<file path="src/rtl/hfc_pkg.sv">
// Shared types, codes and constants of the HTTP frame classifier.
package hfc_pkg;

	// Default offset of the IPv4 header inside the frame
	localparam int ETH_HEADER_BYTES_DEF = 14;

	// Result queue between front and back
	localparam int QUEUE_DEPTH = 4;

	// Frame byte position saturates here
	localparam logic [15:0] POS_MAX = 16'hffff;

	// Printable range of a request line
	localparam logic [7:0] PRINT_LO = 8'h20;
	localparam logic [7:0] PRINT_HI = 8'h7e;
	localparam logic [7:0] SPACE_CHAR = 8'h20;

	// Smallest legal IP / TCP header length in 32-bit words
	localparam logic [3:0] MIN_HDR_WORDS = 4'd5;

	// Result status codes
	localparam logic [2:0] ST_REQUEST   = 3'd0;
	localparam logic [2:0] ST_RESPONSE  = 3'd1;
	localparam logic [2:0] ST_NOT_HTTP  = 3'd2;
	localparam logic [2:0] ST_NO_PAYLD  = 3'd3;
	localparam logic [2:0] ST_BAD_IP    = 3'd4;
	localparam logic [2:0] ST_BAD_TCP   = 3'd5;
	localparam logic [2:0] ST_TRUNCATED = 3'd6;

	// Verdict codes of the payload scan
	localparam logic [1:0] V_UNDECIDED = 2'd0;
	localparam logic [1:0] V_REQUEST   = 2'd1;
	localparam logic [1:0] V_RESPONSE  = 2'd2;
	localparam logic [1:0] V_NOT_HTTP  = 2'd3;

	// Everything the back end needs of one finished frame
	typedef struct packed {
		logic [15:0] cnt;
		logic [3:0]  ipw;
		logic [3:0]  tcpw;
		logic [15:0] tlen;
		logic [1:0]  verdict;
		logic [31:0] src;
		logic [31:0] dst;
		logic [31:0] ports;
	} frame_sum_t;

	// Characters of "HTTP"
	function automatic logic [7:0] http_byte(input logic [1:0] i);
		logic [7:0] c;
		case (i)
			2'd0: c = 8'h48;
			2'd1: c = 8'h54;
			2'd2: c = 8'h54;
			default: c = 8'h50;
		endcase
		return c;
	endfunction

endpackage

</file>
<file path="src/rtl/hfc_front.sv">
// Front end: parses frame bytes, scans the payload, emits a frame summary.
module hfc_front
	import hfc_pkg::*;
#(
	parameter int ETH_HEADER_BYTES = ETH_HEADER_BYTES_DEF
) (
	input  logic       clk,
	input  logic       arst_n,
	input  logic       take,
	input  logic [7:0] data_byte,
	input  logic       frame_end,
	output logic       sum_valid,
	output frame_sum_t sum
);

	localparam logic [15:0] IPB = 16'(ETH_HEADER_BYTES);

	logic [15:0] pos_q, pos_d;
	logic [3:0]  ipw_q, ipw_d;
	logic [15:0] tlen_q, tlen_d;
	logic [3:0]  tcpw_q, tcpw_d;
	logic [31:0] src_q, src_d;
	logic [31:0] dst_q, dst_d;
	logic [31:0] ports_q, ports_d;
	logic [1:0]  sc_q, sc_d;
	logic [2:0]  mp_q, mp_d;
	logic [1:0]  verdict_q, verdict_d;
	logic        ro_q, ro_d;
	logic [15:0] pb_q, pb_d;
	logic [16:0] plen_q, plen_d;

	logic [15:0] tb;
	logic [15:0] k;
	logic        plen_pos;
	logic        cls_en;
	logic        done;
	logic [1:0]  sc_tmp;
	logic [6:0]  hdr_d;

	assign tb       = IPB + 16'({ipw_q, 2'b00});
	assign k        = pos_q - pb_q;
	assign plen_pos = !plen_q[16] && (plen_q != 17'd0);

	// Per-byte header capture and payload scan
	always_comb begin
		pos_d     = pos_q;
		ipw_d     = ipw_q;
		tlen_d    = tlen_q;
		tcpw_d    = tcpw_q;
		src_d     = src_q;
		dst_d     = dst_q;
		ports_d   = ports_q;
		sc_d      = sc_q;
		mp_d      = mp_q;
		verdict_d = verdict_q;
		ro_d      = ro_q;
		cls_en    = 1'b0;
		done      = 1'b0;
		sc_tmp    = sc_q;

		if (pos_q != POS_MAX) begin
			if (pos_q == IPB)
				ipw_d = data_byte[3:0];
			if (pos_q == IPB + 16'd2)
				tlen_d[15:8] = data_byte;
			if (pos_q == IPB + 16'd3)
				tlen_d[7:0] = data_byte;
			if (pos_q >= IPB + 16'd12 && pos_q <= IPB + 16'd15)
				src_d = {src_q[23:0], data_byte};
			if (pos_q >= IPB + 16'd16 && pos_q <= IPB + 16'd19)
				dst_d = {dst_q[23:0], data_byte};
			if (pos_q > IPB && ipw_q >= MIN_HDR_WORDS) begin
				if (pos_q >= tb && pos_q <= tb + 16'd3)
					ports_d = {ports_q[23:0], data_byte};
				if (pos_q == tb + 16'd12)
					tcpw_d = data_byte[7:4];
				if (tcpw_q >= MIN_HDR_WORDS && plen_pos && pos_q >= pb_q &&
				    k < plen_q[15:0] && verdict_q == V_UNDECIDED)
					cls_en = 1'b1;
			end
			pos_d = pos_q + 16'd1;
		end

		if (cls_en) begin
			// response: payload opens with HTTP
			if (k < 16'd4 && ro_q) begin
				if (data_byte == http_byte(k[1:0])) begin
					if (k[1:0] == 2'd3) begin
						verdict_d = V_RESPONSE;
						done      = 1'b1;
					end
				end else begin
					ro_d = 1'b0;
				end
			end
			// stop the first line at a non-printable byte
			if (!done && !(data_byte inside {[PRINT_LO:PRINT_HI]})) begin
				verdict_d = V_NOT_HTTP;
				done      = 1'b1;
			end
			// request: HTTP after the second space
			if (!done && mp_q != 3'd0) begin
				if (mp_q < 3'd5 && data_byte == http_byte(2'(mp_q - 3'd1))) begin
					mp_d = mp_q + 3'd1;
					if (mp_q == 3'd4) begin
						verdict_d = V_REQUEST;
						done      = 1'b1;
					end
				end else begin
					mp_d = 3'd0;
				end
			end
			if (!done && data_byte == SPACE_CHAR) begin
				if (sc_q != 2'd3)
					sc_tmp = sc_q + 2'd1;
				sc_d = sc_tmp;
				if (sc_tmp == 2'd2)
					mp_d = 3'd1;
			end
			// last payload byte without a decision
			if (!done && ({1'b0, k} + 17'd1) >= plen_q)
				verdict_d = V_NOT_HTTP;
		end
	end

	// Payload start and length from the updated header fields
	assign hdr_d  = {1'b0, ipw_d, 2'b00} + {1'b0, tcpw_d, 2'b00};
	assign pb_d   = IPB + 16'(hdr_d);
	assign plen_d = {1'b0, tlen_d} - 17'(hdr_d);

	// Advance the per-frame state; clear it after the last byte
	always_ff @(posedge clk or negedge arst_n) begin
		if (!arst_n) begin
			pos_q     <= '0;
			ipw_q     <= '0;
			tlen_q    <= '0;
			tcpw_q    <= '0;
			src_q     <= '0;
			dst_q     <= '0;
			ports_q   <= '0;
			sc_q      <= '0;
			mp_q      <= '0;
			verdict_q <= V_UNDECIDED;
			ro_q      <= 1'b1;
			pb_q      <= IPB;
			plen_q    <= '0;
		end else if (take) begin
			if (frame_end) begin
				pos_q     <= '0;
				ipw_q     <= '0;
				tlen_q    <= '0;
				tcpw_q    <= '0;
				src_q     <= '0;
				dst_q     <= '0;
				ports_q   <= '0;
				sc_q      <= '0;
				mp_q      <= '0;
				verdict_q <= V_UNDECIDED;
				ro_q      <= 1'b1;
				pb_q      <= IPB;
				plen_q    <= '0;
			end else begin
				pos_q     <= pos_d;
				ipw_q     <= ipw_d;
				tlen_q    <= tlen_d;
				tcpw_q    <= tcpw_d;
				src_q     <= src_d;
				dst_q     <= dst_d;
				ports_q   <= ports_d;
				sc_q      <= sc_d;
				mp_q      <= mp_d;
				verdict_q <= verdict_d;
				ro_q      <= ro_d;
				pb_q      <= pb_d;
				plen_q    <= plen_d;
			end
		end
	end

	// Summary includes the last byte's update
	assign sum_valid    = take && frame_end;
	assign sum.cnt      = pos_d;
	assign sum.ipw      = ipw_d;
	assign sum.tcpw     = tcpw_d;
	assign sum.tlen     = tlen_d;
	assign sum.verdict  = verdict_d;
	assign sum.src      = src_d;
	assign sum.dst      = dst_d;
	assign sum.ports    = ports_d;

endmodule

</file>
<file path="src/rtl/hfc_queue.sv">
// Short queue of frame summaries between front and back end.
module hfc_queue
	import hfc_pkg::*;
(
	input  logic       clk,
	input  logic       arst_n,
	input  logic       wr_en,
	input  frame_sum_t wr_data,
	input  logic       rd_en,
	output frame_sum_t rd_data,
	output logic       full,
	output logic       empty
);

	localparam int PTR_W = $clog2(QUEUE_DEPTH);

	frame_sum_t           entry_q [QUEUE_DEPTH];
	logic [PTR_W-1:0]     wr_ptr_q;
	logic [PTR_W-1:0]     rd_ptr_q;
	logic [PTR_W:0]       cnt_q;

	assign full    = (cnt_q == (PTR_W+1)'(QUEUE_DEPTH));
	assign empty   = (cnt_q == '0);
	assign rd_data = entry_q[rd_ptr_q];

	// Store a word
	always_ff @(posedge clk) begin
		if (wr_en && !full)
			entry_q[wr_ptr_q] <= wr_data;
	end

	// Advance pointers and fill count
	always_ff @(posedge clk or negedge arst_n) begin
		if (!arst_n) begin
			wr_ptr_q <= '0;
			rd_ptr_q <= '0;
			cnt_q    <= '0;
		end else begin
			if (wr_en && !full)
				wr_ptr_q <= (wr_ptr_q == PTR_W'(QUEUE_DEPTH - 1)) ? '0 : wr_ptr_q + 1'b1;
			if (rd_en && !empty)
				rd_ptr_q <= (rd_ptr_q == PTR_W'(QUEUE_DEPTH - 1)) ? '0 : rd_ptr_q + 1'b1;
			if ((wr_en && !full) && !(rd_en && !empty))
				cnt_q <= cnt_q + 1'b1;
			else if (!(wr_en && !full) && (rd_en && !empty))
				cnt_q <= cnt_q - 1'b1;
		end
	end

endmodule

</file>
<file path="src/rtl/hfc_back.sv">
// Back end: turns a frame summary into the result word and holds it.
module hfc_back
	import hfc_pkg::*;
#(
	parameter int ETH_HEADER_BYTES = ETH_HEADER_BYTES_DEF
) (
	input  logic        clk,
	input  logic        arst_n,
	input  logic        q_empty,
	input  frame_sum_t  head,
	output logic        q_take,
	input  logic        pop,
	output logic        empty,
	output logic [2:0]  status,
	output logic [31:0] source_address,
	output logic [31:0] dest_address,
	output logic [15:0] source_port,
	output logic [15:0] dest_port,
	output logic [15:0] payload_bytes
);

	localparam logic [15:0] IPB = 16'(ETH_HEADER_BYTES);

	logic        out_valid_q;
	logic [2:0]  status_c;
	logic [31:0] ports_c;
	logic [15:0] pbytes_c;
	logic [15:0] tcp_lim;
	logic [6:0]  hdr;
	logic [16:0] plen;

	assign tcp_lim = IPB + 16'({head.ipw, 2'b00}) + 16'd12;
	assign hdr     = {1'b0, head.ipw, 2'b00} + {1'b0, head.tcpw, 2'b00};
	assign plen    = {1'b0, head.tlen} - 17'(hdr);

	// Decide the status in check order
	always_comb begin
		status_c = ST_TRUNCATED;
		ports_c  = head.ports;
		pbytes_c = '0;
		if (head.cnt <= IPB) begin
			status_c = ST_TRUNCATED;
		end else if (head.ipw < MIN_HDR_WORDS) begin
			status_c = ST_BAD_IP;
			ports_c  = '0;
		end else if (head.cnt <= tcp_lim) begin
			status_c = ST_TRUNCATED;
		end else if (head.tcpw < MIN_HDR_WORDS) begin
			status_c = ST_BAD_TCP;
		end else if (plen[16] || plen == 17'd0) begin
			status_c = ST_NO_PAYLD;
		end else begin
			pbytes_c = plen[15:0];
			case (head.verdict)
				V_REQUEST:  status_c = ST_REQUEST;
				V_RESPONSE: status_c = ST_RESPONSE;
				V_NOT_HTTP: status_c = ST_NOT_HTTP;
				default:    status_c = ST_TRUNCATED;
			endcase
		end
	end

	// Load the output register when it is free or being drained
	assign q_take = !q_empty && (!out_valid_q || pop);
	assign empty  = !out_valid_q;

	always_ff @(posedge clk or negedge arst_n) begin
		if (!arst_n)
			out_valid_q <= 1'b0;
		else if (q_take)
			out_valid_q <= 1'b1;
		else if (pop)
			out_valid_q <= 1'b0;
	end

	always_ff @(posedge clk) begin
		if (q_take) begin
			status         <= status_c;
			source_address <= head.src;
			dest_address   <= head.dst;
			source_port    <= ports_c[31:16];
			dest_port      <= ports_c[15:0];
			payload_bytes  <= pbytes_c;
		end
	end

endmodule

</file>
<file path="src/rtl/http_frame_classifier.sv">
// Top level of the HTTP frame classifier.
//
// Input queue: one frame byte per word on data_byte, frame_end high on the
// last byte. A word is taken on a clock edge with push high and full low;
// one byte per cycle is sustained for as long as full stays low.
// Result queue: one word per frame, valid while empty is low, taken on an
// edge with pop high. status, addresses, ports and payload_bytes belong to
// the oldest result.
// The summary of a frame enters the queue at the edge that takes its last
// byte; the status decision then loads the output register from the queue
// head once that register is free or being popped.
// When the receiver stalls, results pile up in a four-entry summary queue
// plus the output register; full rises only when both are occupied, and
// bytes keep flowing until then.
// Reset (arst_n low) clears the parser state, empties the queue and drops
// any held result; the next byte is taken as the first of a frame.
module http_frame_classifier
	import hfc_pkg::*;
#(
	parameter int ETH_HEADER_BYTES = ETH_HEADER_BYTES_DEF
) (
	input  logic        clk,
	input  logic        arst_n,
	input  logic        push,
	output logic        full,
	input  logic [7:0]  data_byte,
	input  logic        frame_end,
	output logic        empty,
	input  logic        pop,
	output logic [2:0]  status,
	output logic [31:0] source_address,
	output logic [31:0] dest_address,
	output logic [15:0] source_port,
	output logic [15:0] dest_port,
	output logic [15:0] payload_bytes
);

	logic       take;
	logic       sum_valid;
	frame_sum_t sum;
	frame_sum_t head;
	logic       q_full;
	logic       q_empty;
	logic       q_take;

	assign full = q_full;
	assign take = push && !q_full;

	// Parse bytes
	hfc_front #(
		.ETH_HEADER_BYTES(ETH_HEADER_BYTES)
	) u_front (
		.clk       (clk),
		.arst_n    (arst_n),
		.take      (take),
		.data_byte (data_byte),
		.frame_end (frame_end),
		.sum_valid (sum_valid),
		.sum       (sum)
	);

	// Buffer frame summaries
	hfc_queue u_queue (
		.clk     (clk),
		.arst_n  (arst_n),
		.wr_en   (sum_valid),
		.wr_data (sum),
		.rd_en   (q_take),
		.rd_data (head),
		.full    (q_full),
		.empty   (q_empty)
	);

	// Decide and present results
	hfc_back #(
		.ETH_HEADER_BYTES(ETH_HEADER_BYTES)
	) u_back (
		.clk            (clk),
		.arst_n         (arst_n),
		.q_empty        (q_empty),
		.head           (head),
		.q_take         (q_take),
		.pop            (pop),
		.empty          (empty),
		.status         (status),
		.source_address (source_address),
		.dest_address   (dest_address),
		.source_port    (source_port),
		.dest_port      (dest_port),
		.payload_bytes  (payload_bytes)
	);

	// A taken last byte leaves a summary in the queue
	a_sum_queued: assert property (@(posedge clk) disable iff (!arst_n)
		sum_valid |=> !q_empty)
	else $error("frame summary lost on its way into the queue");

	// A summary moved to the back end shows up as a result
	a_result_loaded: assert property (@(posedge clk) disable iff (!arst_n)
		q_take |=> !empty)
	else $error("result register not loaded");

	// HTTP verdicts only come with a payload
	a_http_has_payload: assert property (@(posedge clk) disable iff (!arst_n)
		(!empty && (status == ST_REQUEST || status == ST_RESPONSE))
			|-> payload_bytes != 16'd0)
	else $error("HTTP status without payload length");

endmodule
</file>
<file path="config.mk">
export PLATFORM = sky130hd
export DESIGN_NAME = http_frame_classifier
export DESIGN_NICKNAME = d
export VERILOG_FILES = /design/src/rtl/hfc_pkg.sv /design/src/rtl/hfc_front.sv /design/src/rtl/hfc_queue.sv /design/src/rtl/hfc_back.sv /design/src/rtl/http_frame_classifier.sv
export SDC_FILE = /design/constraint.sdc
export NUM_CORES = 1
export LEC_CHECK = 0
export BUFFER_PORTS_ARGS = -buffer_cell sky130_fd_sc_hd__buf_2
export CORE_AREA = 2 2 323 325
export DETAILED_ROUTE_END_ITERATION = 8
export DIE_AREA = 0 0 325 327
export HOLD_SLACK_MARGIN = 0.05
export PLACE_DENSITY_LB_ADDON = 0.08
export SETUP_SLACK_MARGIN = 0.05
export SLEW_MARGIN = 20
export SYNTH_ARGS = -nofsm -noshare
export SYNTH_HDL_FRONTEND = slang
export SYNTH_SLANG_ARGS = --single-unit
</file>
<file path="constraint.sdc">
create_clock -name clk -period 8 [get_ports clk]
set_clock_uncertainty 0.1 [all_clocks]
set_input_delay 0.8 -clock clk [delete_from_list [all_inputs] [get_ports clk]]
set_output_delay 0.8 -clock clk [all_outputs]
set_load 0.02 [all_outputs]
</file>
==> metrics <==
Sw Pwr=4.218 mW; clock transition at the registers of the reported paths=0.06 ns; Synth Warn #=0; reg2reg setup slack=between 2 and 2.5 ns; Max-Cap Viols=0; root buffer cell=clkbuf_16; DP HPWL=approximately 50000 µm; DRT Wirelength=between 80000 and 90000 µm; worst vdd ir=0.2894 mV; Crit Path Max Fanout=10; reg2reg start=u_front.ipw_q[0]; CP Launch Type=register; first-pass GRT wire length=131900 µm; FP Rows=118; Peak Freq=around 170 MHz; Least-Margin Pin Slew=approximately 1.1 ns; worst path arrival time=between 6 and 7 ns; Area growth, synth to finish=14.95%; Die W=between 300 and 400 µm; PD cells=331.6 nW/µm²; pre-CTS setup slack=~2.3 ns; Internal=approximately 9.4 mW; initial antenna violation count=7; WS Path Type=register to register; DR WL/cell=about 23 µm; Mean Syn Cell Area=roughly 17 µm²; status=completed; GRT Total Usage=between 15 and 20%; initial core utilization=between 30% and 40%; Synth cell types=81; R2R cell count=24; commonest non-fill, non-tap cell in the layout=edfxtp_1; Core ar.=around 100000 µm²; share of cells above drive strength 1=~24%; Critical Path End Type=register; fillers=around 9400; Met1 Wirelength=just under 40000 µm; drt via density=slightly above 5; post-synthesis sequential area ratio=roughly two thirds; Comb pwr share=26.4%; vias in the first global route=about 20000; CTS sink count=840; synthesized area=35720 µm²; Period minus WS final=about 5.8 ns; H-tree levels=3; Seq cells post-synth=840; reg2reg end=u_front.plen_q[12]; CP required=8.41 ns; number of placed I/O pins=130; Syn Inst Count=approximately 2100; cts repair resizes=0; met2 routed WL=around 42000 µm; GPL Wtd Cong=between 0.8 and 0.9; DR vias=19320; Fin Setup TNS=0 ns; ANT nets after route=0; DR pass1 iterations=5; setup repair bufs after CTS=0; Post-synth top flop=edfxtp_1; clock power share=31.3%; DRC=0; Sequential Power Share=42.4%; setup slack after layout=2.246 ns; unrepaired setup endpoints after global routing=false; Post-synth EDFFs=around 670; final setup violation count=0; switch share=30.98%; Congestion Overflow GR=0; cell accounting for the most synthesized area=edfxtp_1; Die Ht=between 300 and 400 µm; drt first-iter violations=about 1300; Final nets=2396; FFs w/ async S/R, synth=20.60%; Hold Path Class=input port to async pin; number of port buffers=129; pin count of the biggest net entering global routing=130; commonest cells after routing, fill and taps aside=edfxtp_1, dfrtp_1, mux4_2; Max-slew headroom=just under 30%; max-slew violations=0; clk_lat worst skew=0.66 ns; topmost layer with routed signal wires=met5; final hold viol count=0; cts hold-fix bufs=0; Num CTS Buffers=93; CTS max path bufs=3; Leak=between 15 and 20 nW; routed wl met3=~4200 µm; CTS tree=built; Synth top area share=56.07%; ranking of synthesized cells by area=edfxtp_1, dfrtp_1, mux4_2, mux2_2, ha_1; final worst path period share=71.93%; die area=106300 µm²
==> logic make-up (layout without fill, tap and decap cells) <==
logic type	after synthesis	after routing	share of synthesized area (%)
fa+ha+maj	100	100	3.646
simple gates	366	366	5.674
mux	249	249	11.95
flops	840	840	68.20
xor+xnor	77	77	1.961
compound gates	317	317	6.487
other cells	1	3	0.01050
buf+inv	192	413	2.077
==> cells in the mapped netlist (19+ instances only) <==
cell      number
nand4_1       21
mux4_2       130
nand3_1       27
xnor2_1       52
nand2_1       69
o21ai_0       55
edfxtp_1     667
a21oi_1       35
nor4_1        21
inv_1         85
ha_1          92
nor2b_1       49
nor2_1        64
a22o_1       122
nor3_1        23
clkbuf_1      79
mux2_2       112
and3_1        21
a31oi_1       19
xor2_1        23
dfrtp_1      170
==> sequential cells by signal (all words and copies together), names as in the netlist, 3 cells and up <==
signal and cells:
u_queue.entry_q 552, u_front.ports_q 32, u_front.ipw_q 4, u_back.source_address 32
u_front.tlen_q 14, u_back.dest_port 16, u_front.pb_q 6, u_queue.cnt_q 3
u_front.tcpw_q 4, u_front.plen_q 17, u_back.source_port 16, u_front.pos_q 16
u_back.payload_bytes 16, u_back.status 3, u_front.src_q 32, u_back.dest_address 32
u_front.mp_q 3, u_front.dst_q 32
==> critical path, stage by stage, from the launching register on <==
cell and delay [ns]:
dfrtp_1 0.50, inv_1 0.14, ha_1 0.31, xor2_1 0.38, nor3_1 0.11, or2_2 0.31, a31o_2 0.28, nand2_1 0.11
mux2_2 0.39, ha_1 0.24, ha_1 0.19, a31oi_1 0.12, and3_1 0.36, nor2b_1 0.08, o21ai_0 0.16, nand2b_1 0.12
inv_1 0.12, ha_1 0.32, nor2b_1 0.18, nand2_1 0.07, or3_1 0.13, o21ai_0 0.10, a31oi_1 0.43, and4_1 0.29
o32ai_1 0.09
==> per-stage QoR <==
step / hold WS, ns / cells / power, mW / cell area, µm² / util, %
global route: 0.08484 / 3744 / 14.37 / 41060 / 39.90
global placement: 0.3633 / 3569 / 9.553 / 38010 / 36.94
detailed placement: 0.3724 / 3569 / 9.570 / 38010 / 36.94
finish: 0.06595 / 3745 / 13.62 / 41060 / 39.90
floorplan: 0.3496 / 2143 / 8.314 / 35730 / -
CTS: 0.05741 / 3744 / 13.89 / 41060 / 39.90
==> final cells by class <==
class | count | area, µm² | area share [%]
timing repair buffer | 153 | 922.1 | 2.246
sequential | 840 | 24370 | 59.35
clock inverter | 51 | 479.2 | 1.167
inverter | 85 | 319.1 | 0.7770
multi-input combinational | 1111 | 10680 | 26.00
antenna | 1 | 2.502 | 0.006094
tap | 1380 | 1727 | 4.205
clock buffer | 124 | 2566 | 6.250
==> per-layer routing <==
layer / vias to the layer above / track usage (%)
met2: 393 / 26.94
met1: 10100 / 22.61
met4: 4 / 4.136
met3: 103 / 3.125
met5: - / 0
li1: 8720 / -
==> power groups by stage <==
| stage | clock [mW] | sequential (mW) | combinational, mW |
|---|---|---|---|
| floorplan | 0 | 6.14 | 2.18 |
| global placement | 0 | 5.87 | 3.69 |
| detailed placement | 0 | 5.88 | 3.69 |
| CTS | 4.39 | 5.80 | 3.70 |
| global route | 4.56 | 5.84 | 3.97 |
| finish | 4.26 | 5.77 | 3.59 |
==> worst max-delay path by stage <==
stage          slack [ns]                 from                       end  cells after the start
2_1_floorplan        1.63  u_queue.rd_ptr_q[0]  u_back.payload_bytes[11]                     22
3_3_place_gp         2.39     u_front.ipw_q[0]        u_front.plen_q[14]                     24
3_5_place_dp         2.31     u_front.ipw_q[0]        u_front.plen_q[12]                     24
4_1_cts              2.30     u_front.ipw_q[0]        u_front.plen_q[12]                     24
5_1_grt              1.79     u_front.pos_q[2]           u_front.mp_q[2]                     20
6_report             2.25     u_front.ipw_q[0]        u_front.plen_q[12]                     24
Note: power is estimated with default switching activity, not from simulation.
